==> config.mk <==
export PLATFORM = sky130hd
export DESIGN_NAME = signed_gadget_digit_decompose
export DESIGN_NICKNAME = d
export VERILOG_FILES = /design/src/rtl/sgdd_pkg.sv /design/src/rtl/sgdd_cfg.sv /design/src/rtl/sgdd_prep.sv /design/src/rtl/sgdd_digit.sv /design/src/rtl/signed_gadget_digit_decompose.sv
export SDC_FILE = /design/constraint.sdc
export NUM_CORES = 2
export LEC_CHECK = 0
export BUFFER_PORTS_ARGS = -buffer_cell sky130_fd_sc_hd__buf_2
export CAP_MARGIN = 20
export CORE_ASPECT_RATIO = 1.5
export CORE_MARGIN = 8
export CORE_UTILIZATION = 30
export DETAILED_ROUTE_END_ITERATION = 8
export GPL_ROUTABILITY_DRIVEN = 1
export GPL_TIMING_DRIVEN = 0
export HOLD_SLACK_MARGIN = 0.06
export PLACE_DENSITY_LB_ADDON = 0.3
export SYNTH_ARGS = -nofsm -noshare
export SYNTH_HDL_FRONTEND = slang
export SYNTH_SLANG_ARGS = --single-unit
==> constraint.sdc <==
create_clock -name clk -period 13.9 [get_ports clk]
set_input_delay 1.39 -clock clk [delete_from_list [all_inputs] [get_ports clk]]
set_output_delay 1.39 -clock clk [all_outputs]
set_load 0.02 [all_outputs]
==> src/rtl/sgdd_pkg.sv <==
// Shared types and constants for the signed gadget digit decomposition block.
package sgdd_pkg;

  localparam int COEF_W     = 54;
  localparam int IDX_W      = 6;
  localparam int LOG_W      = 6;
  localparam int CNT_W      = 6;
  localparam int PROD_W     = LOG_W + CNT_W;
  localparam int VAL_W      = COEF_W + 3;
  localparam int MAX_DIGITS = 54;
  localparam int MAX_LOG    = 32;
  localparam int TOP_BITS   = 54;
  localparam int CFG_IDX_W  = 2;

  localparam logic [COEF_W-1:0] MODULUS_RST     = COEF_W'(1073741824);
  localparam logic [LOG_W-1:0]  LOG_BASE_RST    = LOG_W'(7);
  localparam logic [CNT_W-1:0]  DIGIT_COUNT_RST = CNT_W'(3);

  typedef enum logic [CFG_IDX_W-1:0] {
    REG_MODULUS     = 2'd0,
    REG_LOG_BASE    = 2'd1,
    REG_DIGIT_COUNT = 2'd2
  } cfg_reg_t;

  typedef logic signed [VAL_W-1:0] val_t;

  typedef struct packed {
    logic [COEF_W-1:0] q;
    logic [LOG_W-1:0]  g;
    logic [4:0]        g_m1;
    logic [CNT_W-1:0]  cnt;
    logic [LOG_W-1:0]  ign;
    logic [LOG_W-1:0]  ign_m1;
  } cfg_t;

endpackage

==> src/rtl/sgdd_cfg.sv <==
// Configuration registers and the derived digit base, count and rounding width.
module sgdd_cfg
  import sgdd_pkg::*;
(
  input  logic                 clk,
  input  logic                 rst_n,
  input  logic                 wr_en,
  input  logic [CFG_IDX_W-1:0] wr_index,
  input  logic [COEF_W-1:0]    wr_data,
  output cfg_t                 cfg
);

  logic [COEF_W-1:0] modulus_r;
  logic [LOG_W-1:0]  log_base_r;
  logic [CNT_W-1:0]  digit_count_r;
  logic [LOG_W-1:0]  g;
  logic [CNT_W-1:0]  cnt;
  logic [PROD_W-1:0] prod;
  logic [LOG_W-1:0]  ign;

  always_ff @(posedge clk) begin
    if (!rst_n) begin
      modulus_r     <= MODULUS_RST;
      log_base_r    <= LOG_BASE_RST;
      digit_count_r <= DIGIT_COUNT_RST;
    end else if (wr_en) begin
      unique case (wr_index)
        REG_MODULUS:     modulus_r     <= wr_data;
        REG_LOG_BASE:    log_base_r    <= wr_data[LOG_W-1:0];
        REG_DIGIT_COUNT: digit_count_r <= wr_data[CNT_W-1:0];
        default: ;
      endcase
    end
  end

  always_comb begin
    priority if (log_base_r == '0) begin
      g = LOG_W'(1);
    end else if (log_base_r > LOG_W'(MAX_LOG)) begin
      g = LOG_W'(MAX_LOG);
    end else begin
      g = log_base_r;
    end
    if (digit_count_r > CNT_W'(MAX_DIGITS)) begin
      cnt = CNT_W'(MAX_DIGITS);
    end else begin
      cnt = digit_count_r;
    end
    prod = PROD_W'(cnt) * PROD_W'(g);
    if (prod >= PROD_W'(TOP_BITS)) begin
      ign = '0;
    end else begin
      ign = LOG_W'(PROD_W'(TOP_BITS) - prod);
    end
  end

  assign cfg.q      = modulus_r;
  assign cfg.g      = g;
  assign cfg.g_m1   = 5'(g - LOG_W'(1));
  assign cfg.cnt    = cnt;
  assign cfg.ign    = ign;
  assign cfg.ign_m1 = ign - LOG_W'(1);

endmodule

==> src/rtl/sgdd_prep.sv <==
// Input register, centering stage and rounding of the ignored low bits.
module sgdd_prep
  import sgdd_pkg::*;
(
  input  logic              clk,
  input  logic              rst_n,
  input  cfg_t              cfg,
  input  logic              in_valid,
  output logic              in_stall,
  input  logic [COEF_W-1:0] in_coeff_a,
  input  logic [COEF_W-1:0] in_coeff_b,
  output logic              prep_valid,
  input  logic              prep_ready,
  output val_t              prep_a,
  output val_t              prep_b
);

  logic              s1_v_r;
  logic              s1_v_nxt;
  logic [COEF_W-1:0] s1_a_r;
  logic [COEF_W-1:0] s1_b_r;
  logic              s2_v_r;
  logic              s2_v_nxt;
  val_t              s2_a_r;
  val_t              s2_b_r;
  logic              s1_ready;
  logic              s2_ready;

  function automatic val_t center(input logic [COEF_W-1:0] t, input logic [COEF_W-1:0] q);
    logic [COEF_W-1:0] half;
    half = q >> 1;
    if (t < half) begin
      return val_t'({3'b000, t});
    end
    return val_t'({3'b000, t}) - val_t'({3'b000, q});
  endfunction

  // Signed rounding: drop the low bits and add back the sign of what was dropped.
  function automatic val_t round_off(input val_t v, input cfg_t c);
    val_t sh;
    logic rb;
    sh = v >>> c.ign;
    rb = (c.ign != '0) ? v[c.ign_m1] : 1'b0;
    return sh + val_t'(rb);
  endfunction

  assign s2_ready = !s2_v_r || prep_ready;
  assign s1_ready = !s1_v_r || s2_ready;
  assign in_stall = !s1_ready;

  always_comb begin
    s1_v_nxt = s1_v_r;
    if (s1_ready) begin
      s1_v_nxt = in_valid;
    end
    s2_v_nxt = s2_v_r;
    if (s2_ready) begin
      s2_v_nxt = s1_v_r;
    end
  end

  always_ff @(posedge clk) begin
    if (!rst_n) begin
      s1_v_r <= 1'b0;
      s2_v_r <= 1'b0;
    end else begin
      s1_v_r <= s1_v_nxt;
      s2_v_r <= s2_v_nxt;
    end
  end

  always_ff @(posedge clk) begin
    if (s1_ready && in_valid) begin
      s1_a_r <= in_coeff_a;
      s1_b_r <= in_coeff_b;
    end
    if (s2_ready && s1_v_r) begin
      s2_a_r <= center(s1_a_r, cfg.q);
      s2_b_r <= center(s1_b_r, cfg.q);
    end
  end

  assign prep_valid = s2_v_r;
  assign prep_a     = round_off(s2_a_r, cfg);
  assign prep_b     = round_off(s2_b_r, cfg);

endmodule

==> src/rtl/sgdd_digit.sv <==
// Digit extractor: one lifted signed digit per cycle to the result reg unless stalled.
module sgdd_digit
  import sgdd_pkg::*;
(
  input  logic              clk,
  input  logic              rst_n,
  input  cfg_t              cfg,
  input  logic              prep_valid,
  output logic              prep_ready,
  input  val_t              prep_a,
  input  val_t              prep_b,
  output logic              out_valid,
  input  logic              out_stall,
  output logic [IDX_W-1:0]  out_digit_index,
  output logic [COEF_W-1:0] out_digit_a,
  output logic [COEF_W-1:0] out_digit_b,
  output logic              out_last
);

  logic              busy_r;
  logic              busy_nxt;
  logic              ov_r;
  logic              ov_nxt;
  val_t              da_r;
  val_t              db_r;
  logic [IDX_W-1:0]  k_r;
  logic [IDX_W-1:0]  oidx_r;
  logic [COEF_W-1:0] oa_r;
  logic [COEF_W-1:0] ob_r;
  logic              olast_r;
  logic              emit;
  logic              is_last;
  logic              load;

  // Low digit as a signed value, with the modulus added when it is negative.
  function automatic logic [COEF_W-1:0] lift(input val_t v, input cfg_t c);
    logic [31:0]       mask;
    logic [31:0]       low;
    logic              neg;
    logic [COEF_W-1:0] ext;
    mask = ~(32'hFFFF_FFFF << c.g);
    low  = v[31:0] & mask;
    neg  = v[c.g_m1];
    if (neg) begin
      ext = {{(COEF_W-32){1'b1}}, low | ~mask};
      return ext + c.q;
    end
    return {{(COEF_W-32){1'b0}}, low};
  endfunction

  function automatic val_t advance(input val_t v, input cfg_t c);
    val_t sh;
    sh = v >>> c.g;
    return sh + val_t'(v[c.g_m1]);
  endfunction

  assign emit       = busy_r && (!ov_r || !out_stall);
  assign is_last    = (k_r + IDX_W'(1)) == cfg.cnt;
  assign prep_ready = !busy_r || (emit && is_last);
  assign load       = prep_valid && prep_ready && (cfg.cnt != '0);

  always_comb begin
    busy_nxt = busy_r;
    if (load) begin
      busy_nxt = 1'b1;
    end else if (emit && is_last) begin
      busy_nxt = 1'b0;
    end
    ov_nxt = ov_r;
    if (emit) begin
      ov_nxt = 1'b1;
    end else if (!out_stall) begin
      ov_nxt = 1'b0;
    end
  end

  always_ff @(posedge clk) begin
    if (!rst_n) begin
      busy_r <= 1'b0;
      ov_r   <= 1'b0;
    end else begin
      busy_r <= busy_nxt;
      ov_r   <= ov_nxt;
    end
  end

  always_ff @(posedge clk) begin
    if (load) begin
      da_r <= prep_a;
      db_r <= prep_b;
      k_r  <= '0;
    end else if (emit) begin
      da_r <= advance(da_r, cfg);
      db_r <= advance(db_r, cfg);
      k_r  <= k_r + IDX_W'(1);
    end
    if (emit) begin
      oidx_r  <= k_r;
      oa_r    <= lift(da_r, cfg);
      ob_r    <= lift(db_r, cfg);
      olast_r <= is_last;
    end
  end

  assign out_valid       = ov_r;
  assign out_digit_index = oidx_r;
  assign out_digit_a     = oa_r;
  assign out_digit_b     = ob_r;
  assign out_last        = olast_r;

endmodule

==> src/rtl/signed_gadget_digit_decompose.sv <==
// Top level of the signed gadget digit decomposition block.
//
//   channel | ports                                      | handshake
//   --------+--------------------------------------------+----------------------
//   input   | in_coeff_a, in_coeff_b                     | in_valid / in_stall
//   result  | out_digit_index, out_digit_a, out_digit_b, | out_valid / out_stall
//           | out_last                                   |
//   config  | cfg_index, cfg_data                        | cfg_valid / cfg_ready
//
// A request yields digit_count results (clamped to 54), one per cycle from the digit extractor while
// the result side does not stall; a request with digit_count zero yields no results.
// The first result passes through the input, centering, digit and result registers in that order.
// Reset is synchronous and clears all valid state; configuration returns to its defaults.
// A stall on the result side holds the result register and backs up through the stages.
module signed_gadget_digit_decompose
  import sgdd_pkg::*;
(
  input  logic                 clk,
  input  logic                 rst_n,
  input  logic                 in_valid,
  output logic                 in_stall,
  input  logic [COEF_W-1:0]    in_coeff_a,
  input  logic [COEF_W-1:0]    in_coeff_b,
  output logic                 out_valid,
  input  logic                 out_stall,
  output logic [IDX_W-1:0]     out_digit_index,
  output logic [COEF_W-1:0]    out_digit_a,
  output logic [COEF_W-1:0]    out_digit_b,
  output logic                 out_last,
  input  logic                 cfg_valid,
  output logic                 cfg_ready,
  input  logic [CFG_IDX_W-1:0] cfg_index,
  input  logic [COEF_W-1:0]    cfg_data
);

  cfg_t cfg;
  logic prep_valid;
  logic prep_ready;
  val_t prep_a;
  val_t prep_b;

  assign cfg_ready = 1'b1;

  sgdd_cfg u_cfg (
    .clk      (clk),
    .rst_n    (rst_n),
    .wr_en    (cfg_valid && cfg_ready),
    .wr_index (cfg_index),
    .wr_data  (cfg_data),
    .cfg      (cfg)
  );

  sgdd_prep u_prep (
    .clk        (clk),
    .rst_n      (rst_n),
    .cfg        (cfg),
    .in_valid   (in_valid),
    .in_stall   (in_stall),
    .in_coeff_a (in_coeff_a),
    .in_coeff_b (in_coeff_b),
    .prep_valid (prep_valid),
    .prep_ready (prep_ready),
    .prep_a     (prep_a),
    .prep_b     (prep_b)
  );

  sgdd_digit u_digit (
    .clk             (clk),
    .rst_n           (rst_n),
    .cfg             (cfg),
    .prep_valid      (prep_valid),
    .prep_ready      (prep_ready),
    .prep_a          (prep_a),
    .prep_b          (prep_b),
    .out_valid       (out_valid),
    .out_stall       (out_stall),
    .out_digit_index (out_digit_index),
    .out_digit_a     (out_digit_a),
    .out_digit_b     (out_digit_b),
    .out_last        (out_last)
  );

endmodule

; Word level (Yosys, flattened, before mapping)
; Index checks and enable logic that the tools add are counted.
[word_totals]
reg_bits = 527
wordCells = 118
[op_classes]
n_reduce_logical = 25
muxes = 38
shift = 5
n_mul = 1
n_eq_ne = 4
n_bitwise = 6
order_cmp = 7
add_sub_neg = 12
[op_table]
columns = cell, count
row1 = $mux 57, 8
row2 = $sshr 57x6->57, 4
row3 = $add 57x1->57, 2
row4 = $add 57x2->57, 2
row5 = $sub 54x54->55, 2
row6 = $add 54x54->54, 2
row7 = $lt 54x53->1, 2
row8 = $mux 54, 2
row9 = $and 32x32->32, 2
row10 = $mux 32, 2
row11 = $not 32->32, 2
row12 = $or 32x32->32, 2
row13 = $shl 32x6->32 const A, 1
row14 = $mux 6, 4
row15 = $mux 1, 18
row16 = $bmux 1 s6, 2
row17 = $ge 12x6->1 const B, 1
row18 = $gt 6x6->1 const B, 2
row19 = $mul 6x6->12, 1
row20 = $reduce_bool 6->1, 2
row21 = $bmux 1 s5, 2
row22 = $lt 5x7->1 const B, 1
row23 = $lt 6x7->1 const B, 1
row24 = $add 6x1->6 const B, 1
row25 = other kinds (14), 30

; Logic depth before layout (Yosys ltp)
[logic_depth]
ltp_word = 12
mapped_depth = 48

; Hierarchy
; From an unflattened synthesis, not the netlist that was laid out.
[hier_totals]
hier_cells = 7380
hier_area_um2 = 63375.8
[by_module_without_submodules]
columns = mod, n_inst, cells_each, area_per_inst_um2
row1 = sgdd_digit, 1, 3675, 30299.1
row2 = sgdd_prep, 1, 3214, 28990.3
row3 = sgdd_cfg, 1, 489, 4075.2
row4 = signed_gadget_digit_decompose, 1, 2, 11.3

; Least setup slack after synthesis
; No wires, ideal clock.
[synth_timing]
path_kind = reg-to-reg
start = reg u_cfg.log_base_r[3]
end = reg u_digit.db_r[42], data pin
arrival_time_ns = 11.770
period_less_slack_ns = 11.939
t_required_ns = 13.731
setup_slack_ns = 1.961
stages_incl_launch_ff = 43
cell_sequence = dfxtp_1 > buf_6 > or4_4 > a21oi_4 > buf_1 > clkbuf_1 > clkbuf_1 > buf_1 > clkbuf_1 > and2_1 > fa_1 > ha_1 > fa_1 > inv_1 > fa_1 > nand2b_1 > a21oi_1 > xnor2_1 > [7 not listed] > buf_2 > buf_1 > ha_1 > clkbuf_1 > clkbuf_1 > mux4_2 > mux4_2 > o21ai_0 > a211oi_1 > ha_1 > ha_1 > nand3_1 > or4b_1 > buf_2 > nor4_4 > or4b_1 > o21a_1 > o31ai_1
[synth_via]
elab_chain_cells = 12
elab_cells_between_ends = 22
[synth_rtl]
columns = item, line
row1 = start: declaration, sgdd_cfg.sv:14  ; logic [LOG_W-1:0] log_base_r;
row2 = start signal: assignment, sgdd_cfg.sv:29  ; REG_LOG_BASE: log_base_r <= wr_data[LOG_W-1:0];
row3 = $gt 6x6->1, sgdd_cfg.sv:39  ; end else if (log_base_r > LOG_W'(MAX_LOG)) begin
row4 = $mux 6, sgdd_cfg.sv:39
row5 = $mux 6 (*), sgdd_cfg.sv:37  ; priority if (log_base_r == '0) begin
row6 = $mul 6x6->12, sgdd_cfg.sv:49  ; prod = PROD_W'(cnt) * PROD_W'(g);
row7 = $ge 12x6->1 or $sub 6x6->6 (tied branches), "sgdd_cfg.sv:50, sgdd_cfg.sv:53"
row8 = $mux 6, sgdd_cfg.sv:50  ; if (prod >= PROD_W'(TOP_BITS)) begin
row9 = $sub 6x1->6, sgdd_cfg.sv:62  ; assign cfg.ign_m1 = ign - LOG_W'(1);
row10 = $bmux 1 s6, sgdd_prep.sv:43  ; rb = (c.ign != '0) ? v[c.ign_m1] : 1'b0;
row11 = $mux 1 (implied by the code), sgdd_prep.sv:43
row12 = $mux 1, sgdd_prep.sv:43
row13 = $add 57x2->57, sgdd_prep.sv:44  ; return sh + val_t'(rb);
row14 = $mux 57 (*), sgdd_digit.sv:88  ; if (load) begin
row15 = end signal: assignment, sgdd_digit.sv:90  ; db_r <= prep_b;
row16 = end signal: assignment, sgdd_digit.sv:94  ; db_r <= advance(db_r, cfg);
row17 = end: declaration, sgdd_digit.sv:25  ; val_t db_r;
; Every way passes the cells marked *; elsewhere a longest branch is shown, timed or not. The select of a mux whose other input is x is not followed.
; A chain may end at the register's enable or synchronous reset.

; Final worst setup path
[layout_timing]
start = reg u_cfg.log_base_r[2]
end = reg u_digit.db_r[40], data pin
; Same word-level chain as after synthesis.

==> flow_summary.json <==
{
  "final_cell_area_um2": 69000,
  "crit_path_max_fanout": 19,
  "detailed_place_hpwl_mm": 362,
  "drtIter0Drc": 8115,
  "cp_slowest_cell": "buf_2",
  "antenna_found_initial": 40,
  "synth-seq-cells": 523,
  "grt_pass1_wl_mm": 590,
  "dp_slack_ps": -5260,
  "vias": 68600,
  "syn_to_final_growth_pct": 15.1,
  "start_util_pct": 30.1,
  "clk_path_buf_depth": 3,
  "layout_min_cycle_time_ps": 14000,
  "yosysTopAreaCell": "edfxtp_1",
  "worst_slew_pin_slew_ps": 1440,
  "drt-pass1-iter-count": 9,
  "grt_util_all_layers_pct": 39.7,
  "postRouteAntennaNets": 0,
  "fin_crit_sh_pct": 101,
  "cts_made_buffers": 60,
  "synthArstFlopShare_pct": 0,
  "num_io_pins": 287,
  "outcome": "complete, but fails checks",
  "drive_gt1_share_pct": 12.0,
  "synth_nets": 8045,
  "hp-class": "reg -> reg",
  "via_per_inst": 6.47,
  "die_h_um": 564,
  "yosysTopAreaCellShare_pct": 22.4,
  "crit_required_ps": 14370,
  "setup-violations-final": 5,
  "synth_most_common_cell": "nand2_1",
  "synthTopCellsByCount": "883 x nand2_1, 592 x nor2_1, 584 x a21oi_1",
  "end_kind": "flip-flop",
  "worstPathArrival_ps": 14480,
  "drc_errors": 0,
  "synth_edf_count": 447,
  "syn_avg_cell_area_um2": 8.07,
  "p_leak_nw": 26.9,
  "syn_inst": 7433,
  "synthTopCellsByArea": "edfxtp_1 22%, ha_1 8.8%, mux2i_1 6.9%, nand2_1 5.5%, a21oi_1 4.9%",
  "design_power_total_mw": 22.1,
  "netlist_area_um2": 60000,
  "violations": "negative setup slack",
  "timing.fmax_mhz": 71.4,
  "final_util_pct": 34.7,
  "hold_viol": 0,
  "wl_per_cell_um": 42.0,
  "core_um2": 199000,
  "clock_latency_ps": 770,
  "grt.overflow.total": 0,
  "die_area_um2": 215000,
  "root_buffer": "clkbuf_16",
  "clk_transition_reported_paths_ps": 80,
  "h-tree-depth": 2,
  "clkSinkCount": 523,
  "maxCapViolCount": 0,
  "die_x_um": 381,
  "place.gp.congestion": 1.13,
  "fin_nets": 8513,
  "rows": 201,
  "path_common_cell": "buf_2",
  "vdd_drop_max_v": 0.000183,
  "post_dp_cell_area_um2": 66300,
  "grt_pass1_vias": 66400,
  "ctsHoldBuffers": 0,
  "fin_skew_ps": 74.5,
  "cp-start-kind": "flip-flop",
  "portBuffers": 284,
  "synthDistinctLibCells": 109,
  "cts_tree": "built",
  "dominantRegCellSynth": "edfxtp_1",
  "drt_wl_total_mm": 445,
  "layout_setup_ws_ps": -102,
  "fillers": 21100,
  "drv_slew": 0,
  "crit_path_max_incr_delay_ps": 640,
  "synth.yosys.seq_area_share_pct": 24.9,
  "critPathKind": "reg -> reg",
  "max_slew_margin_pct": 4.10,
  "synth_warnings": 0,
  "grt_start_max_net_pins": 89,
  "power_density_nw_per_um2": 320
}
-- layout make-up --
type,count,area [µm²],area share (%)
multi-input cells,6237,42600,61.7
clock buffers,71,1580,2.29
well taps,2639,3300,4.78
repair buffers,421,3240,4.69
diodes,21,52.6,0.0761
flip-flops and latches,523,14900,21.7
plain buffers,434,2030,2.94
clock inverters,43,468,0.678
inverters,224,850,1.23
-- where the power goes --
| part | internal [mW] | total (mW) | switching (mW) | leakage (nW) |
|---|---|---|---|---|
| Sequential | 2.30 | 2.91 | 0.615 | 4.84 |
| Clock | 0.909 | 1.70 | 0.794 | 0.990 |
| Combinational | 5.02 | 17.5 | 12.5 | 21.1 |
| Total | 8.23 | 22.1 | 13.9 | 26.9 |
-- stage by stage --
step           std cells  hold WS [ps]  TNS [ps]
2_1_floorplan       7433           406         0
3_3_place_gp       10400           454   -630840
3_5_place_dp       10500           455   -488000
4_1_cts            10600           467         0
5_1_grt            10600           473     -95.6
6_report           10600           464      -214
-- sequential cells by signal, summed over array words and instances, names as in the netlist, 6 cells and up --
signal,flops
u_digit.out_digit_a,54
u_prep.s2_b_r,55
u_prep.s1_a_r,54
u_prep.s2_a_r,55
u_digit.da_r,57
u_cfg.modulus_r,54
u_cfg.log_base_r,6
u_prep.s1_b_r,54
u_digit.out_digit_b,54
u_cfg.digit_count_r,6
u_digit.out_digit_index,6
u_digit.db_r,57
u_digit.k_r,6
-- worst paths after layout --
path | endpoint | from | depth (start not counted) | slack (ps)
min | u_digit.out_digit_index[2] | u_digit.k_r[2] | 0 | 460
max | u_digit.db_r[40] | u_cfg.log_base_r[2] | 36 | -100
min reg2reg | u_digit.out_digit_index[2] | u_digit.k_r[2] | 0 | 460
max reg2reg | u_digit.db_r[40] | u_cfg.log_base_r[2] | 36 | -100
-- cells in the final DEF, fill, tap and decap left out, drive strengths merged, types with 31 or more instances in the layout --
| cell | n |
|---|---|
| a211oi | 168 |
| a21boi | 77 |
| a21o | 144 |
| a21oi | 585 |
| a221oi | 37 |
| a22oi | 36 |
| a31oi | 69 |
| and2 | 64 |
| and3 | 69 |
| buf | 578 |
| clkbuf | 340 |
| dfxtp | 76 |
| edfxtp | 447 |
| ha | 420 |
| inv | 234 |
| mux2 | 78 |
| mux2i | 413 |
| mux4 | 51 |
| nand2 | 885 |
| nand2b | 136 |
| nand3 | 248 |
| nand4 | 85 |
| nor2 | 592 |
| nor2b | 75 |
| nor3 | 238 |
| nor4 | 65 |
| o211ai | 86 |
| o21a | 58 |
| o21ai | 526 |
| o21bai | 38 |
| o221ai | 31 |
| o22ai | 55 |
| o31ai | 63 |
| or2 | 43 |
| or3 | 43 |
| xnor2 | 246 |
| xor2 | 116 |
-- critical path, delay by kind of cell (launching register included) --
kind            cells  cell delay (ps)
buf+inv            12             4580
simple gates       10             3330
compound gates      7             2360
fa+ha+maj           6             2250
xor+xnor            1              610
flops               1              410
-- kinds of logic after synthesis --
kind of cell	after synthesis	share of synthesized area, %
adder cells (fa/ha/maj)	443	9.53
XOR/XNOR	362	5.29
AND/OR/NAND/NOR	2635	21.0
multiplexers	542	10.3
AO/OA/AOI/OAI	2254	24.3
buffers and inverters	673	4.64
flip-flops	523	24.9
other	1	0.00625
-- layer usage --
| metal | routed length, µm | vias up | track usage, % |
|---|---|---|---|
| li1 | - | 28800 | - |
| met3 | 36200 | 1985 | 10.1 |
| met1 | 142000 | 33100 | 38.8 |
| met2 | 200000 | 4724 | 64.1 |
| met4 | 67300 | 14 | 46.1 |
| met5 | 135 | - | 0 |
-- repair_timing --
action	CTS	global route
buffers inserted	5	6
resized for setup	78	29
pin swaps	5	5
hold endpoints to repair	0	0
setup endpoints to repair	114	75
Power figures use the tool's default switching activity.
